### src/hw/rtl/sit_pkg.sv
// Package for the segment intersection test pipeline.
// Holds the coordinate and product types and the words passed between stages.
// No dependencies.
`timescale 1ns / 1ps

package sit_pkg;

    localparam int COORD_BITS = 16;
    localparam int DIFF_BITS  = COORD_BITS + 1;
    localparam int PROD_BITS  = 2 * DIFF_BITS;
    localparam int VSUM_BITS  = PROD_BITS + 1;
    localparam int WIDE_BITS  = PROD_BITS + DIFF_BITS;
    localparam int SUM_BITS   = WIDE_BITS + 2;

    typedef logic signed [COORD_BITS-1:0] t_coord;
    typedef logic signed [DIFF_BITS-1:0]  t_diff;
    typedef logic signed [PROD_BITS-1:0]  t_prod;
    typedef logic signed [VSUM_BITS-1:0]  t_vsum;
    typedef logic signed [WIDE_BITS-1:0]  t_wide;
    typedef logic signed [SUM_BITS-1:0]   t_sum;

    typedef struct packed {
        t_coord ax0;
        t_coord ay0;
        t_coord ax1;
        t_coord ay1;
        t_coord bx0;
        t_coord by0;
        t_coord bx1;
        t_coord by1;
    } t_segs;

    typedef struct packed {
        logic disjoint;
        logic vert1;
        logic vert2;
        logic both_hit;
    } t_flags;

    typedef struct packed {
        t_flags flags;
        t_diff  dx1;
        t_diff  dx2;
        t_diff  dy1;
        t_diff  dy2;
        t_diff  dly;
        t_diff  ol1;
        t_diff  oh1;
        t_diff  ol2;
        t_diff  oh2;
        t_coord vly;
        t_coord vylo;
        t_coord vyhi;
        t_diff  vdx;
        t_diff  vdy;
        t_diff  voff;
    } t_span;

    typedef struct packed {
        t_flags flags;
        t_diff  dx1;
        t_diff  dx2;
        t_diff  dly;
        t_prod  p;
        t_prod  al;
        t_prod  bl;
        t_prod  ah;
        t_prod  bh;
        t_prod  vy;
        t_prod  vt;
        t_prod  vlo;
        t_prod  vhi;
    } t_prods;

    typedef struct packed {
        t_flags flags;
        t_wide  pd;
        t_wide  al2;
        t_wide  bl2;
        t_wide  ah2;
        t_wide  bh2;
        t_vsum  vsum;
        t_prod  vlo;
        t_prod  vhi;
    } t_wides;

endpackage

### src/hw/rtl/sit_setup.sv
// Front stages: order endpoints by x, form ranges and differences, select vertical case.
// Depends on sit_pkg.
`timescale 1ns / 1ps

module sit_setup (
    input  logic          i_clk,
    input  logic          i_rst_n,
    input  logic          i_valid,
    input  sit_pkg::t_segs i_segs,
    output logic          o_valid,
    output sit_pkg::t_span o_span
);

    typedef struct packed {
        sit_pkg::t_coord l1x;
        sit_pkg::t_coord l1y;
        sit_pkg::t_coord r1x;
        sit_pkg::t_coord r1y;
        sit_pkg::t_coord l2x;
        sit_pkg::t_coord l2y;
        sit_pkg::t_coord r2x;
        sit_pkg::t_coord r2y;
    } t_ends;

    typedef struct packed {
        logic            vert1;
        logic            vert2;
        logic            both_hit;
        sit_pkg::t_coord lo;
        sit_pkg::t_coord hi;
        sit_pkg::t_coord l1x;
        sit_pkg::t_coord l2x;
        sit_pkg::t_diff  dx1;
        sit_pkg::t_diff  dx2;
        sit_pkg::t_diff  dy1;
        sit_pkg::t_diff  dy2;
        sit_pkg::t_diff  dly;
        sit_pkg::t_coord vx;
        sit_pkg::t_coord vlx;
        sit_pkg::t_coord vly;
        sit_pkg::t_coord vylo;
        sit_pkg::t_coord vyhi;
        sit_pkg::t_diff  vdx;
        sit_pkg::t_diff  vdy;
    } t_setup;

    logic            r_v1, r_v2, r_v3;
    t_ends           r_ends, n_ends;
    t_setup          r_set, n_set;
    sit_pkg::t_span  r_span, n_span;

    sit_pkg::t_diff  dx1, dx2, dy1, dy2;
    sit_pkg::t_coord y1lo, y1hi, y2lo, y2hi, ov_lo, ov_hi;

    // order each segment by x
    always_comb begin
        if (i_segs.ax0 <= i_segs.ax1) begin
            n_ends.l1x = i_segs.ax0; n_ends.l1y = i_segs.ay0;
            n_ends.r1x = i_segs.ax1; n_ends.r1y = i_segs.ay1;
        end else begin
            n_ends.l1x = i_segs.ax1; n_ends.l1y = i_segs.ay1;
            n_ends.r1x = i_segs.ax0; n_ends.r1y = i_segs.ay0;
        end
        if (i_segs.bx0 <= i_segs.bx1) begin
            n_ends.l2x = i_segs.bx0; n_ends.l2y = i_segs.by0;
            n_ends.r2x = i_segs.bx1; n_ends.r2y = i_segs.by1;
        end else begin
            n_ends.l2x = i_segs.bx1; n_ends.l2y = i_segs.by1;
            n_ends.r2x = i_segs.bx0; n_ends.r2y = i_segs.by0;
        end
    end

    assign dx1 = sit_pkg::t_diff'(r_ends.r1x) - sit_pkg::t_diff'(r_ends.l1x);
    assign dx2 = sit_pkg::t_diff'(r_ends.r2x) - sit_pkg::t_diff'(r_ends.l2x);
    assign dy1 = sit_pkg::t_diff'(r_ends.r1y) - sit_pkg::t_diff'(r_ends.l1y);
    assign dy2 = sit_pkg::t_diff'(r_ends.r2y) - sit_pkg::t_diff'(r_ends.l2y);

    assign y1lo  = (r_ends.l1y < r_ends.r1y) ? r_ends.l1y : r_ends.r1y;
    assign y1hi  = (r_ends.l1y < r_ends.r1y) ? r_ends.r1y : r_ends.l1y;
    assign y2lo  = (r_ends.l2y < r_ends.r2y) ? r_ends.l2y : r_ends.r2y;
    assign y2hi  = (r_ends.l2y < r_ends.r2y) ? r_ends.r2y : r_ends.l2y;
    assign ov_lo = (y1lo > y2lo) ? y1lo : y2lo;
    assign ov_hi = (y1hi < y2hi) ? y1hi : y2hi;

    always_comb begin
        n_set.vert1    = (r_ends.l1x == r_ends.r1x);
        n_set.vert2    = (r_ends.l2x == r_ends.r2x);
        n_set.both_hit = (r_ends.l1x == r_ends.l2x) && (ov_lo <= ov_hi);
        n_set.lo       = (r_ends.l1x > r_ends.l2x) ? r_ends.l1x : r_ends.l2x;
        n_set.hi       = (r_ends.r1x < r_ends.r2x) ? r_ends.r1x : r_ends.r2x;
        n_set.l1x      = r_ends.l1x;
        n_set.l2x      = r_ends.l2x;
        n_set.dx1      = dx1;
        n_set.dx2      = dx2;
        n_set.dy1      = dy1;
        n_set.dy2      = dy2;
        n_set.dly      = sit_pkg::t_diff'(r_ends.l1y) - sit_pkg::t_diff'(r_ends.l2y);
        // vertical span from one segment, sloped line from the other
        if (r_ends.l1x == r_ends.r1x) begin
            n_set.vx   = r_ends.l1x;
            n_set.vylo = y1lo;
            n_set.vyhi = y1hi;
            n_set.vlx  = r_ends.l2x;
            n_set.vly  = r_ends.l2y;
            n_set.vdx  = dx2;
            n_set.vdy  = dy2;
        end else begin
            n_set.vx   = r_ends.l2x;
            n_set.vylo = y2lo;
            n_set.vyhi = y2hi;
            n_set.vlx  = r_ends.l1x;
            n_set.vly  = r_ends.l1y;
            n_set.vdx  = dx1;
            n_set.vdy  = dy1;
        end
    end

    always_comb begin
        n_span.flags.disjoint = (r_set.lo > r_set.hi);
        n_span.flags.vert1    = r_set.vert1;
        n_span.flags.vert2    = r_set.vert2;
        n_span.flags.both_hit = r_set.both_hit;
        n_span.dx1  = r_set.dx1;
        n_span.dx2  = r_set.dx2;
        n_span.dy1  = r_set.dy1;
        n_span.dy2  = r_set.dy2;
        n_span.dly  = r_set.dly;
        n_span.ol1  = sit_pkg::t_diff'(r_set.lo) - sit_pkg::t_diff'(r_set.l1x);
        n_span.oh1  = sit_pkg::t_diff'(r_set.hi) - sit_pkg::t_diff'(r_set.l1x);
        n_span.ol2  = sit_pkg::t_diff'(r_set.lo) - sit_pkg::t_diff'(r_set.l2x);
        n_span.oh2  = sit_pkg::t_diff'(r_set.hi) - sit_pkg::t_diff'(r_set.l2x);
        n_span.vly  = r_set.vly;
        n_span.vylo = r_set.vylo;
        n_span.vyhi = r_set.vyhi;
        n_span.vdx  = r_set.vdx;
        n_span.vdy  = r_set.vdy;
        n_span.voff = sit_pkg::t_diff'(r_set.vx) - sit_pkg::t_diff'(r_set.vlx);
    end

    always_ff @(posedge i_clk) begin
        if (!i_rst_n) begin
            r_v1 <= 1'b0;
            r_v2 <= 1'b0;
            r_v3 <= 1'b0;
        end else begin
            r_v1 <= i_valid;
            r_v2 <= r_v1;
            r_v3 <= r_v2;
        end
    end

    always_ff @(posedge i_clk) begin
        r_ends <= n_ends;
        r_set  <= n_set;
        r_span <= n_span;
    end

    assign o_valid = r_v3;
    assign o_span  = r_span;

endmodule

### config.mk
export PLATFORM = sky130hd
export DESIGN_NAME = sit_setup
export DESIGN_NICKNAME = d
export VERILOG_FILES = /design/src/hw/rtl/sit_pkg.sv /design/src/hw/rtl/sit_setup.sv
export SDC_FILE = /design/constraint.sdc
export NUM_CORES = 1
export LEC_CHECK = 0
export BUFFER_PORTS_ARGS = -buffer_cell sky130_fd_sc_hd__buf_4
export CAP_MARGIN = 10
export CORE_ASPECT_RATIO = 1.5
export CORE_MARGIN = 1.5
export CORE_UTILIZATION = 58
export DETAILED_ROUTE_END_ITERATION = 8
export PLACE_DENSITY = 0.8
export SLEW_MARGIN = 5
export SYNTH_ARGS = -nofsm -noshare
export SYNTH_HDL_FRONTEND = slang
export SYNTH_SLANG_ARGS = --single-unit
### constraint.sdc
create_clock -name i_clk -period 8.8 [get_ports i_clk]
set_clock_uncertainty 0.15 [all_clocks]
set_input_delay 0.88 -clock i_clk [delete_from_list [all_inputs] [get_ports i_clk]]
set_output_delay 0.88 -clock i_clk [all_outputs]
set_load 0.02 [all_outputs]
---- Yosys cells after proc, flatten, opt, wreduce, memory -nomap -nowiden ----
Index checks and enable logic that the tools add are counted.
storage, ports and cells
  register bits after elaboration ......... 653
  input port bits ......................... 131
  output and inout bits ................... 257
  word-level logic and storage cells ...... 84
cells by class
  add/subtract/negate cells ............... 10
  $lt $le $gt $ge ......................... 10
  eq/ne operators ......................... 3
  muxes and demuxes ....................... 11
  reductions and logical operators ........ 1
operators with widths
  cell               number
  $sub 16x16->17     10
  $mux 16            8
  $mux 64            2
  $mux 114           1
  $lt 16x16->1       4
  $eq 16x16->1       3
  $gt 16x16->1       3
  $le 16x16->1       3
  $logic_and 1x1->1  1

---- Depth between registers and ports, before layout ----
  word-level depth ........................ 6
  mapped depth ............................ 35
  mapped depth without buffers ............ 31

---- Worst setup path after synthesis ----
OpenSTA, ideal clock, no wires.
  kind .................................... register to register
  start point ............................. register r_ends[97] (netlist name)
  end point ............................... register r_set (netlist bit n_span[252])
  library setup time ...................... 70 ps
  arrival time ............................ 6699 ps
  data required time ...................... 8580 ps
  setup slack ............................. 1881 ps
  stages on the path, launching flop included .. 35
  path buffers ............................ 3
  period minus slack after synthesis ...... 6919 ps
  path through ............................ dfxtp_1 -> inv_1 -> ha_1 -> nor2b_1 -> o31a_1 -> o31a_1 -> o21ai_1 -> o31ai_1 -> nand2_1 -> buf_2 -> clkbuf_1 -> nor2_1 -> a21oi_1 -> inv_1 -> ha_1 -> nor2b_1 -> o21ai_0 -> nand2b_1 -> a21oi_1 -> o21ai_0 -> a211oi_1 -> o21bai_1 -> o41ai_2 -> buf_2 -> mux2i_1 -> ha_1 -> a21o_1 -> a21o_1 -> a21o_1 -> a21o_1 -> a21o_1 -> a21oi_1 -> nand2_1 -> mux2_2 -> a21oi_1
RTL lines
  what                      RTL line          source
  start: declaration        sit_setup.sv:48   t_ends r_ends, n_ends;
  start signal: assignment  sit_setup.sv:153  r_ends <= n_ends;
  end signal: assignment    sit_setup.sv:154  r_set <= n_set;
  end: declaration          sit_setup.sv:49   t_setup r_set, n_set;

==> results.sh <==
export IMPL_hold_violations=0
export IMPL_ys_ff_latch=653
export IMPL_reg2reg_from="r_ends[97]"
export IMPL_setup_violations=0
export IMPL_arrival_ps=8050
export IMPL_cts_path_max_buffers=3
export IMPL_seqCellArea_mm2=0.01307
export IMPL_synthSimpleGateAreaFrac_pct=9.005
export IMPL_crit_end="n_span[252]"
export IMPL_postRouteAntennaNets=0
export IMPL_hold_path_class="reg2reg"
export IMPL_vias_per_cell=5.584
export IMPL_root_buffer="clkbuf_16"
export IMPL_worst_ep_required_time_ps=9160
export IMPL_drt_iter0_drc=1027
export IMPL_worst_pin_slew_ps=1040
export IMPL_synth_compound_area_share_pct=10.98
export IMPL_antenna_found_initial=14
export IMPL_synth_top_area_cell="dfxtp_1"
export IMPL_cpPeakStageDelay_ps=580
export IMPL_synth_top_cell_area_share_pct=47.02
export IMPL_cpMostUsedCell="a21o_1"
export IMPL_multi_input_area_mm2=0.01355
export IMPL_grt_pass1_vias=21855
export IMPL_area_growth_pct=20.06
export IMPL_syn_inst=2684
export IMPL_cts_resized=0
export IMPL_die_w_um=181.8
export IMPL_drtPass1Iterations=5
export IMPL_rrSetupSlack_ps=1110
export IMPL_fin_crit_sh_pct=87.37
export IMPL_place_congestion=1.001
export IMPL_fp_dieH_um=271.2
export IMPL_netlist_area_mm2=0.02780
export IMPL_synthXorXnorAreaFrac_pct=3.749
export IMPL_ctsHoldBuffers=0
export IMPL_fillers=3547
export IMPL_synth_nets=3113
export IMPL_ys_async_sr_fraction_pct=0
export IMPL_cts_sinks=653
export IMPL_crit_type="reg2reg"
export IMPL_synth_edff_count=0
export IMPL_muxShareOfSynthArea_pct=11.12
export IMPL_grtUsageTotal_pct=32.46
export IMPL_core_area_mm2=0.04745
export IMPL_final_cell_mix="dfxtp_1, buf_4, ha_1"
export IMPL_fin_area_mm2=0.03338
export IMPL_fmax_mhz=130.1
export IMPL_crit_path_start="r_ends[97]"
export IMPL_grt_max_degree=74
export IMPL_final_setup_tns_ps=0
export IMPL_cts_tree="built"
export IMPL_ys_flop_type="dfxtp_1"
export IMPL_powerDensity_mw_per_mm2=392.6
export IMPL_seq_area_frac_synth_pct=47.02
export IMPL_worst_setup_path_end_kind="flop"
export IMPL_dpl_hpwl_mm=65.07
export IMPL_rows=98
export IMPL_initial_core_util_pct=58.59
export IMPL_drcViolationCount=0
export IMPL_drive_gt1_share_pct=22.82
export IMPL_placedCellCount=3636
export IMPL_synth_top_family_by_area="adder cells"
export IMPL_h_tree_depth=2
export IMPL_clk_pin_slew_ps=70
export IMPL_min_period_ps=7689
export IMPL_cp_max_fo=47
export IMPL_cts_setup_buffers=0
export IMPL_reg2reg_to="n_span[252]"
export IMPL_numCtsBuffers=56
export IMPL_rsz0062_at_grt="false"
export IMPL_place_area_mm2=0.03142
export IMPL_nets=3523
export IMPL_final_cells=3742
export IMPL_netlist_cell_type_count=64
export IMPL_die_area_mm2=0.04929
export IMPL_worstSetupStartpointType="flop"
export IMPL_port_buffers=387
export IMPL_syn_area_per_cell_um2=10.36
export IMPL_maxCapViolCount=0
export IMPL_globalRouteOverflowTotal=0
export IMPL_finalMaxSlewViolations=0
export IMPL_ir_drop_uv=283.7
export IMPL_synthTopCellsByArea="dfxtp_1, ha_1, mux2_2, inv_1, mux2i_1"
export IMPL_clk_latency_ps=600
export IMPL_cpMaxStageDelayCell="o31ai_1"
export IMPL_wl_per_cell_um=21.66
export IMPL_num_vias=20896
export IMPL_layout_commonest_cell="dfxtp_1"
export IMPL_grt_pass1_wl_mm=120.7
export IMPL_drt_wl_total_mm=81.07
export IMPL_max_slew_margin_rel_pct=29.73
export IMPL_synth_adder_area_share_pct=13.68
export IMPL_io_pin_count=388
export IMPL_yosys_warnings=0
export IMPL_power_leakage_uw=0.01610
export IMPL_status="completed"
export IMPL_r2r_cells=31
-- layer usage --
layer  vias to the layer above  GRT usage, %  wire length [um]
met4                        20         22.98              6151
met3                       262         5.138              3651
li1                      10055             -                 -
met2                       653         64.01             44020
met5                         -             0               117
met1                      9906         29.75             27130
-- where the power goes --
part           switching (uW)  internal (uW)  total, uW  leakage, uW
combinational            3450           2540       5990      0.00963
sequential                436           4080       4520      0.00551
clock                    1100           1500       2600     0.000959
-- kinds of logic (layout without fill, tap and decap cells) --
logic type / count (synthesis) / count (layout)
AND/OR/NAND/NOR: 518 / 518
flip-flops: 653 / 653
other: 0 / 4
buffers and inverters: 324 / 778
multiplexers: 282 / 282
AO/OA/AOI/OAI: 490 / 490
XOR/XNOR: 119 / 119
adder cells (fa/ha/maj): 298 / 298
-- Yosys cell counts (all sizes together) (11+ instances only) --
cell,number
a211oi,14
a21o,54
a21oi,166
a31oi,12
and2,11
and3,13
clkbuf,38
dfxtp,653
ha,288
inv,276
mux2,184
mux2i,98
nand2,136
nand2b,30
nand3,31
nand4,35
nor2,134
nor2b,58
nor3,34
o21a,26
o21ai,129
or2,15
xnor2,90
xor2,29
-- layout make-up --
type                       count  share of cell area, %
sequential                   653                  39.16
inverter                     276                  3.103
clock inverter                27                  1.128
timing repair buffer         400                  9.033
tap                          600                  2.249
antenna                        4                0.02999
multi-input combinational   1707                  40.58
clock buffer                  75                  4.715
-- registers in the layout (all words and copies together) (netlist names) --
signal	count
o_valid	1
r_v1	1
o_span	256
r_ends	96
n_set	32
r_v2	1
n_span	170
r_set	96
-- critical path, delay by kind of cell, from the launching register on --
kind	cells	cell delay, ps
compound gates	17	3720
fa+ha+maj	3	1060
flops	1	420
buf+inv	4	750
mux	3	870
simple gates	4	630
-- per-stage QoR --
step | total power (uW) | setup slack (ps) | hold slack (ps) | utilization [%]
floorplan | 8246 | 1881 | 159.6 | -
global placement | 10380 | 1341 | 159.6 | 66.22
detailed placement | 10500 | 1188 | 163.2 | 66.22
CTS | 13130 | 1163 | 172.1 | 70.33
global route | 13800 | 674.6 | 176.1 | 70.34
finish | 13110 | 1111 | 169.8 | 70.35
-- how the worst min path moves through the flow --
stage / start / end / slack, ps / cells after the start
after floorplan: n_span[167] / o_span[167] / 160 / 0
after global placement: n_span[85] / o_span[85] / 160 / 0
after detailed placement: n_span[37] / o_span[37] / 160 / 0
after CTS: n_span[91] / o_span[91] / 170 / 0
after global routing: n_span[91] / o_span[91] / 180 / 0
final: n_span[49] / o_span[49] / 170 / 0
(Power assumes the default switching activity.)
